--- src/hdl/efsd_pkg.sv ---
// efsd_pkg: shared constants and control types for the earliest free server dispatcher
// used by efsd_ctrl, efsd_dp and earliest_free_server_dispatcher_core
// no dependencies
package efsd_pkg;

  // built server count and derived widths
  localparam int MAX_SERVERS = 16;
  localparam int SRV_W       = (MAX_SERVERS > 1) ? $clog2(MAX_SERVERS) : 1;
  localparam int CNT_W       = $clog2(MAX_SERVERS + 1);

  // field widths of the words
  localparam int TIME_W  = 32;
  localparam int LOAD_W  = 16;
  localparam int IDX_W   = 4;
  localparam int ACT_W   = 5;

  // stream word widths, padded to whole bytes
  localparam int IN_DATA_W  = 48;
  localparam int OUT_DATA_W = 40;

  // configuration port
  localparam int CFG_ADDR_W = 2;
  localparam int CFG_DATA_W = 32;
  localparam logic [CFG_ADDR_W-1:0] CFG_ADDR_ACTIVE = 2'd0;
  localparam logic [ACT_W-1:0]      ACTIVE_RESET    = 5'd1;

  // controller to datapath commands
  typedef struct packed {
    logic load_job;   // capture the incoming word, restart the scan
    logic scan;       // examine one server this cycle
    logic update;     // commit the chosen server and load the result
  } efsd_cmd_t;

  // datapath to controller status
  typedef struct packed {
    logic scan_last;  // current scan slot is the last active server
  } efsd_stat_t;

endpackage

--- src/hdl/efsd_ctrl.sv ---
// efsd_ctrl: sequencer for one job at a time: accept, scan servers, commit
// depends on efsd_pkg
module efsd_ctrl (
  input  logic                  clk,
  input  logic                  rst_n,
  input  logic                  in_tvalid,
  output logic                  in_tready,
  output logic                  out_tvalid,
  input  logic                  out_tready,
  input  efsd_pkg::efsd_stat_t  stat,
  output efsd_pkg::efsd_cmd_t   cmd
);

  typedef enum logic [2:0] {
    ST_IDLE = 3'b001,
    ST_SCAN = 3'b010,
    ST_UPD  = 3'b100
  } state_t;

  state_t state_r, state_nxt;
  logic   out_valid_r, out_valid_nxt;
  logic   commit;

  // result register is free, or is being emptied this cycle
  assign commit = (state_r == ST_UPD) && (!out_valid_r || out_tready);

  // next state
  always_comb begin
    state_nxt = state_r;
    unique case (state_r)
      ST_IDLE: if (in_tvalid) state_nxt = ST_SCAN;
      ST_SCAN: if (stat.scan_last) state_nxt = ST_UPD;
      ST_UPD:  if (commit) state_nxt = ST_IDLE;
      default: state_nxt = ST_IDLE;
    endcase
  end

  // output valid flag
  always_comb begin
    out_valid_nxt = out_valid_r;
    if (commit) begin
      out_valid_nxt = 1'b1;
    end else if (out_tready) begin
      out_valid_nxt = 1'b0;
    end
  end

  always_ff @(posedge clk) begin
    if (!rst_n) begin
      state_r     <= ST_IDLE;
      out_valid_r <= 1'b0;
    end else begin
      state_r     <= state_nxt;
      out_valid_r <= out_valid_nxt;
    end
  end

  // handshake and commands
  assign in_tready    = (state_r == ST_IDLE);
  assign out_tvalid   = out_valid_r;
  assign cmd.load_job = (state_r == ST_IDLE) && in_tvalid;
  assign cmd.scan     = (state_r == ST_SCAN);
  assign cmd.update   = commit;

endmodule

--- src/hdl/efsd_dp.sv ---
// efsd_dp: server state, sequential minimum search and finish time update
// depends on efsd_pkg
module efsd_dp (
  input  logic                                clk,
  input  logic                                rst_n,
  input  efsd_pkg::efsd_cmd_t                 cmd,
  output efsd_pkg::efsd_stat_t                stat,
  input  logic [efsd_pkg::CNT_W-1:0]          srv_count,
  input  logic [efsd_pkg::TIME_W-1:0]         arrival_time,
  input  logic [efsd_pkg::LOAD_W-1:0]         job_load,
  output logic [efsd_pkg::IDX_W-1:0]          server_index,
  output logic [efsd_pkg::TIME_W-1:0]         finish_time
);

  // server state
  logic [efsd_pkg::TIME_W-1:0] finish_r [efsd_pkg::MAX_SERVERS];
  logic [efsd_pkg::MAX_SERVERS-1:0] busy_r;

  // job word
  logic [efsd_pkg::TIME_W-1:0] arr_r;
  logic [efsd_pkg::LOAD_W-1:0] load_r;

  // scan registers
  logic [efsd_pkg::SRV_W-1:0]  idx_r;
  logic                        have_free_r;
  logic [efsd_pkg::SRV_W-1:0]  bf_idx_r, ba_idx_r;
  logic [efsd_pkg::TIME_W-1:0] bf_fin_r, ba_fin_r;

  // result registers
  logic [efsd_pkg::IDX_W-1:0]  res_idx_r;
  logic [efsd_pkg::TIME_W-1:0] res_fin_r;

  // current slot
  logic [efsd_pkg::TIME_W-1:0] cur_fin;
  logic                        expired, cur_free, take_free, take_any;

  assign cur_fin   = finish_r[idx_r];
  assign expired   = arr_r > cur_fin;
  assign cur_free  = !busy_r[idx_r] || expired;
  assign take_free = cur_free && (!have_free_r || (cur_fin < bf_fin_r));
  assign take_any  = (idx_r == '0) || (cur_fin < ba_fin_r);

  assign stat.scan_last = (idx_r == efsd_pkg::SRV_W'(srv_count - 1'b1));

  // chosen server and its new finish time
  logic [efsd_pkg::SRV_W-1:0]  pick;
  logic [efsd_pkg::TIME_W-1:0] pick_fin, base;
  logic [efsd_pkg::TIME_W:0]   sum;
  logic [efsd_pkg::TIME_W-1:0] new_fin;

  assign pick     = have_free_r ? bf_idx_r : ba_idx_r;
  assign pick_fin = have_free_r ? bf_fin_r : ba_fin_r;
  assign base     = (arr_r > pick_fin) ? arr_r : pick_fin;
  assign sum      = {1'b0, base} + {{(efsd_pkg::TIME_W + 1 - efsd_pkg::LOAD_W){1'b0}}, load_r};
  assign new_fin  = sum[efsd_pkg::TIME_W] ? {efsd_pkg::TIME_W{1'b1}}
                                          : sum[efsd_pkg::TIME_W-1:0];

  // server finish times and busy marks
  always_ff @(posedge clk) begin
    if (!rst_n) begin
      busy_r <= '0;
      for (int k = 0; k < efsd_pkg::MAX_SERVERS; k++) begin
        finish_r[k] <= '0;
      end
    end else if (cmd.scan) begin
      if (expired) begin
        busy_r[idx_r] <= 1'b0;
      end
    end else if (cmd.update) begin
      busy_r[pick]   <= 1'b1;
      finish_r[pick] <= new_fin;
    end
  end

  // scan slot counter
  always_ff @(posedge clk) begin
    if (!rst_n) begin
      idx_r <= '0;
    end else if (cmd.load_job) begin
      idx_r <= '0;
    end else if (cmd.scan && !stat.scan_last) begin
      idx_r <= idx_r + 1'b1;
    end
  end

  // job capture and running minima
  always_ff @(posedge clk) begin
    if (cmd.load_job) begin
      arr_r       <= arrival_time;
      load_r      <= job_load;
      have_free_r <= 1'b0;
    end else if (cmd.scan) begin
      if (take_free) begin
        have_free_r <= 1'b1;
        bf_idx_r    <= idx_r;
        bf_fin_r    <= cur_fin;
      end
      if (take_any) begin
        ba_idx_r <= idx_r;
        ba_fin_r <= cur_fin;
      end
    end
  end

  // result word
  always_ff @(posedge clk) begin
    if (cmd.update) begin
      res_idx_r <= efsd_pkg::IDX_W'(pick);
      res_fin_r <= new_fin;
    end
  end

  assign server_index = res_idx_r;
  assign finish_time  = res_fin_r;

endmodule

--- src/hdl/earliest_free_server_dispatcher_core.sv ---
// earliest_free_server_dispatcher_core: dispatches each job word to the earliest free server
// operation: the accepted word is scanned one server per cycle over n active servers (1..16), then committed
// a new word is accepted only after the last is committed, and the commit waits while a result is not taken
// reset: synchronous active-low rst_n; all servers free with finish time zero, one active
// depends on efsd_pkg, efsd_ctrl, efsd_dp
module earliest_free_server_dispatcher_core (
  input  logic                                 clk,
  input  logic                                 rst_n,
  // input stream
  input  logic                                 in_tvalid,
  output logic                                 in_tready,
  input  logic [efsd_pkg::IN_DATA_W-1:0]       in_tdata,   // arrival_time[31:0], job_load[47:32]
  // result stream
  output logic                                 out_tvalid,
  input  logic                                 out_tready,
  output logic [efsd_pkg::OUT_DATA_W-1:0]      out_tdata,  // server_index[3:0], finish_time[35:4], zero pad
  // configuration port
  input  logic                                 cfg_psel,
  input  logic                                 cfg_penable,
  input  logic                                 cfg_pwrite,
  input  logic [efsd_pkg::CFG_ADDR_W-1:0]      cfg_paddr,
  input  logic [efsd_pkg::CFG_DATA_W-1:0]      cfg_pwdata,
  output logic [efsd_pkg::CFG_DATA_W-1:0]      cfg_prdata,
  output logic                                 cfg_pready
);

  // active server register
  logic [efsd_pkg::ACT_W-1:0] active_r, active_nxt;
  logic                       cfg_wr;

  assign cfg_pready = 1'b1;
  assign cfg_wr     = cfg_psel && cfg_penable && cfg_pwrite && cfg_pready
                      && (cfg_paddr == efsd_pkg::CFG_ADDR_ACTIVE);
  assign active_nxt = cfg_wr ? cfg_pwdata[efsd_pkg::ACT_W-1:0] : active_r;

  always_ff @(posedge clk) begin
    if (!rst_n) begin
      active_r <= efsd_pkg::ACTIVE_RESET;
    end else begin
      active_r <= active_nxt;
    end
  end

  // register read back
  always_comb begin
    cfg_prdata = '0;
    if (cfg_paddr == efsd_pkg::CFG_ADDR_ACTIVE) begin
      cfg_prdata = efsd_pkg::CFG_DATA_W'(active_r);
    end
  end

  // clamp to 1..MAX_SERVERS
  logic [efsd_pkg::CNT_W-1:0] srv_count;

  always_comb begin
    priority if (active_r == '0) begin
      srv_count = efsd_pkg::CNT_W'(1);
    end else if (int'(active_r) > efsd_pkg::MAX_SERVERS) begin
      srv_count = efsd_pkg::CNT_W'(efsd_pkg::MAX_SERVERS);
    end else begin
      srv_count = efsd_pkg::CNT_W'(active_r);
    end
  end

  // controller and datapath
  efsd_pkg::efsd_cmd_t  cmd;
  efsd_pkg::efsd_stat_t stat;
  logic [efsd_pkg::IDX_W-1:0]  server_index;
  logic [efsd_pkg::TIME_W-1:0] finish_time;

  efsd_ctrl u_ctrl (
    .clk        (clk),
    .rst_n      (rst_n),
    .in_tvalid  (in_tvalid),
    .in_tready  (in_tready),
    .out_tvalid (out_tvalid),
    .out_tready (out_tready),
    .stat       (stat),
    .cmd        (cmd)
  );

  efsd_dp u_dp (
    .clk          (clk),
    .rst_n        (rst_n),
    .cmd          (cmd),
    .stat         (stat),
    .srv_count    (srv_count),
    .arrival_time (in_tdata[efsd_pkg::TIME_W-1:0]),
    .job_load     (in_tdata[efsd_pkg::TIME_W +: efsd_pkg::LOAD_W]),
    .server_index (server_index),
    .finish_time  (finish_time)
  );

  // result word packing
  assign out_tdata = {{(efsd_pkg::OUT_DATA_W - efsd_pkg::TIME_W - efsd_pkg::IDX_W){1'b0}},
                      finish_time, server_index};

  // one word in flight at a time
  a_one_in_flight: assert property (@(posedge clk) disable iff (!rst_n)
    (in_tvalid && in_tready) |=> !in_tready)
    else $error("input accepted while a word is in flight");

  // a result never appears in the cycle after an accept
  a_no_early_result: assert property (@(posedge clk) disable iff (!rst_n)
    (in_tvalid && in_tready) |=> !$rose(out_tvalid))
    else $error("result raised too early after accept");

  // chosen server lies among the active ones
  a_index_active: assert property (@(posedge clk) disable iff (!rst_n)
    $rose(out_tvalid) |-> (efsd_pkg::CNT_W'(server_index) < srv_count))
    else $error("dispatched to an inactive server");

endmodule
--- config.mk ---
export PLATFORM = sky130hd
export DESIGN_NAME = earliest_free_server_dispatcher_core
export DESIGN_NICKNAME = d
export VERILOG_FILES = /design/src/hdl/efsd_pkg.sv /design/src/hdl/efsd_ctrl.sv /design/src/hdl/efsd_dp.sv /design/src/hdl/earliest_free_server_dispatcher_core.sv
export SDC_FILE = /design/constraint.sdc
export NUM_CORES = 1
export LEC_CHECK = 0
export ABC_AREA = 1
export BUFFER_PORTS_ARGS = -buffer_cell sky130_fd_sc_hd__buf_4
export CAP_MARGIN = 0
export CORE_MARGIN = 1
export CORE_UTILIZATION = 50
export DETAILED_ROUTE_END_ITERATION = 8
export GPL_TIMING_DRIVEN = 0
export PLACE_DENSITY = 0.67
export SLEW_MARGIN = 20
export SYNTH_ARGS = -nofsm -noshare
export SYNTH_HDL_FRONTEND = slang
export SYNTH_SLANG_ARGS = --single-unit
--- constraint.sdc ---
create_clock -name clk -period 8 [get_ports clk]
set_input_delay 1.6 -clock clk [delete_from_list [all_inputs] [get_ports clk]]
set_output_delay 1.6 -clock clk [all_outputs]
set_load 0.02 [all_outputs]
==> results.json <==
{
  "status": "finished, final reports clean",
  "holdPathStages": 0,
  "synth_warnings": 0,
  "synth_ff_type": "edfxtp_1",
  "yosysSeqAreaShare": 0.581,
  "power_density_mw_per_mm2": 240,
  "hpwl_um": 79700,
  "synth-seq-cells": 702,
  "crit_path_start_kind": "register",
  "clock_path_buffers": 3,
  "hold_viol": 0,
  "ys_async_sr_fraction": 0,
  "initial_core_util": 0.507,
  "cts-root-buf": "clkbuf_16",
  "clock_power_share": 0.358,
  "die_width_um": 269,
  "setup-violations-final": 0,
  "antenna_found_initial": 3,
  "gp_congestion": 0.913,
  "slew_viol_final": 0,
  "dieHeight_um": 269,
  "cts_tree": "yes",
  "synth_edf_count": 668,
  "power.switching_mw": 3.02,
  "drc": 0,
  "p_int_mw": 6.77,
  "setup_tns_ns": 0,
  "arrival_ns": 7.73,
  "grt_max_degree": 36,
  "path_max_fanout": 10,
  "grt_pass1_wl_um": 164000,
  "p_leak_nw": 16.5,
  "grt_usage": 0.311,
  "sw_frac_of_total": 0.309,
  "tightestPinTransition_ns": 1.24,
  "firstDrtPassIters": 6,
  "nFillCells": 6050,
  "num_rows": 97,
  "worstPathRequired_ns": 8.35,
  "max_stage_delay_ns": 0.56,
  "finClkSkew_ns": 0.0225,
  "wl_um": 115000,
  "cts_hold_buf": 0,
  "place_inst": 4598,
  "final.min_clock_period_ns": 7.38,
  "final_util": 0.579,
  "port_buffers": 104,
  "timing.hold.ws_ns": 0.455,
  "grt_pass1_vias": 25500,
  "min_period_over_period": 0.922,
  "io_pins": 164,
  "dieArea_mm2": 0.0725,
  "final_cells": 4735,
  "hold_path_class": "register to register",
  "numClockSinks": 702,
  "drive_gt1_frac": 0.130,
  "vdd_ir_drop_max_v": 0.000166,
  "regArea_mm2": 0.0207,
  "htreeDepth": 3,
  "post-cts-setup-buffers": 0,
  "syn_avg_cell_area_um2": 10.2,
  "numCtsBuffers": 76,
  "core_mm2": 0.0704,
  "rsz0062_at_grt": "no",
  "synth_area_mm2": 0.0357,
  "insertion_delay_ns": 0.64,
  "combPwrFrac": 0.210,
  "multiInputGateArea_mm2": 0.0122,
  "num_vias": 27200,
  "path_common_cell": "nand2_1",
  "cp_slowest_cell": "clkbuf_1",
  "maxSlewHeadroom": 0.173,
  "synth_cells": 3506,
  "antennaDiodeCount": 0,
  "worst-setup-path-type": "register to register",
  "yosysUniqueCellTypes": 58,
  "nets": 3976,
  "area_growth_syn_to_layout_pct": 14.1,
  "end_kind": "register",
  "max_freq_mhz": 136,
  "ant_nets": 0,
  "viasPerCell": 5.75,
  "rr_worst_depth": 31,
  "drt-initial-drc-count": 3801,
  "seq_power_share": 0.432,
  "cap_violations": 0,
  "cts-resized-gates": 0,
  "grt_overflow": 0,
  "clk_pin_slew_ns": 0.06,
  "avgRoutedWirePerCell_um": 24.2
}
cell families (layout without fill, tap and decap cells):
family,after synthesis,in the layout,synth area share
AO/OA/AOI/OAI,691,691,0.109
XOR/XNOR,24,24,0.00589
adder cells (fa/ha/maj),149,149,0.0524
buffers and inverters,709,968,0.0826
flip-flops,702,702,0.581
multiplexers,124,124,0.0348
other,2,32,0.000210
AND/OR/NAND/NOR,1105,1105,0.134
flip-flops by register name, summed over array words and instances (netlist names), 4 cells and up, named ones only:
register / cells
u_dp.finish_r: 512
u_dp.arr_r: 32
u_dp.ba_fin_r: 32
u_dp.bf_fin_r: 32
u_dp.finish_time: 32
u_dp.busy_r: 16
u_dp.load_r: 16
active_r: 5
u_dp.ba_idx_r: 4
u_dp.bf_idx_r: 4
u_dp.idx_r: 4
u_dp.server_index: 4
metal layers:
layer | part of all wire | wire length (um) | up-vias | GRT usage
li1 | - | - | 12300 | -
met1 | 0.39 | 44400 | 12800 | 0.419
met2 | 0.43 | 49700 | 1781 | 0.465
met3 | 0.12 | 13800 | 354 | 0.0721
met4 | 0.059 | 6740 | 4 | 0.171
met5 | 0.00026 | 30 | - | 0.00197
synth_stat cells (13+ instances only):
cell / count / area (um^2)
mux2i_1: 124 / 1240
inv_2: 20 / 75.1
buf_1: 26 / 97.6
edfxtp_1: 668 / 20100
ha_1: 148 / 1850
inv_1: 460 / 1730
nor2_4: 14 / 158
buf_4: 36 / 270
nand2_1: 448 / 1680
nor2_2: 92 / 576
dfxtp_1: 34 / 681
o21ai_1: 13 / 65.1
nor2_1: 412 / 1550
nand3_1: 81 / 405
xor2_1: 15 / 131
nand4_1: 15 / 93.8
clkbuf_1: 118 / 443
o211ai_1: 131 / 983
o21ai_0: 247 / 1240
buf_2: 23 / 115
a21oi_1: 263 / 1320
critical path: cells and delay by family (launching register included):
family,cells,cell delay [ns]
buf+inv,9,2.50
simple gates,12,1.75
compound gates,7,1.65
fa+ha+maj,2,0.71
flops,1,0.32
xor+xnor,1,0.13
power by group through the flow:
stage | Sequential [mW] | Clock [mW] | Combinational (mW)
floorplan | 4.29 | 0 | 1.35
global placement | 4.31 | 0 | 1.97
detailed placement | 4.30 | 0 | 2.02
CTS | 4.23 | 3.50 | 2.04
global route | 4.24 | 3.64 | 2.20
finish | 4.23 | 3.50 | 2.06
cell usage in the layout (no fill, tap or decap), types with 81 or more instances in the layout:
master,netlist,layout
a21oi_1,263,263
buf_4,36,140
clkbuf_1,118,131
edfxtp_1,668,668
ha_1,148,148
inv_1,460,459
mux2i_1,124,124
nand2_1,448,432
nand3_1,81,81
nor2_1,412,411
nor2_2,92,92
o211ai_1,131,131
o21ai_0,247,246
path summary, 6_finish.rpt:
| kind | end | from | slack [ns] |
|---|---|---|---|
| max | u_dp.finish_time[22]$_DFFE_PP_ | u_dp.have_free_r$_SDFFE_PP0P_ | 0.62 |
| min | u_dp.ba_idx_r[3]$_DFFE_PP_ | u_dp.idx_r[3]$_SDFFE_PP0P_ | 0.45 |
| max reg2reg | u_dp.finish_time[22]$_DFFE_PP_ | u_dp.have_free_r$_SDFFE_PP0P_ | 0.62 |
| min reg2reg | u_dp.ba_idx_r[3]$_DFFE_PP_ | u_dp.idx_r[3]$_SDFFE_PP0P_ | 0.45 |
per-stage QoR:
step	worst slack [ns]	cell area, um^2	power (mW)
after floorplan	1.63	35800	5.64
after global placement	-2.63	37800	6.29
after detailed placement	0.832	38300	6.33
after CTS	0.769	40700	9.77
after global routing	0.202	40700	10.1
final	0.620	40700	9.79
layout make-up:
class / count / share of cell area
clock inverters: 36 / 0.00802
clock buffers: 99 / 0.0511
plain buffers: 217 / 0.0273
inverters: 492 / 0.0455
flip-flops and latches: 702 / 0.509
repair buffers: 124 / 0.0307
well taps: 940 / 0.0289
multi-input cells: 2125 / 0.299
Power figures use the tool's default switching activity.
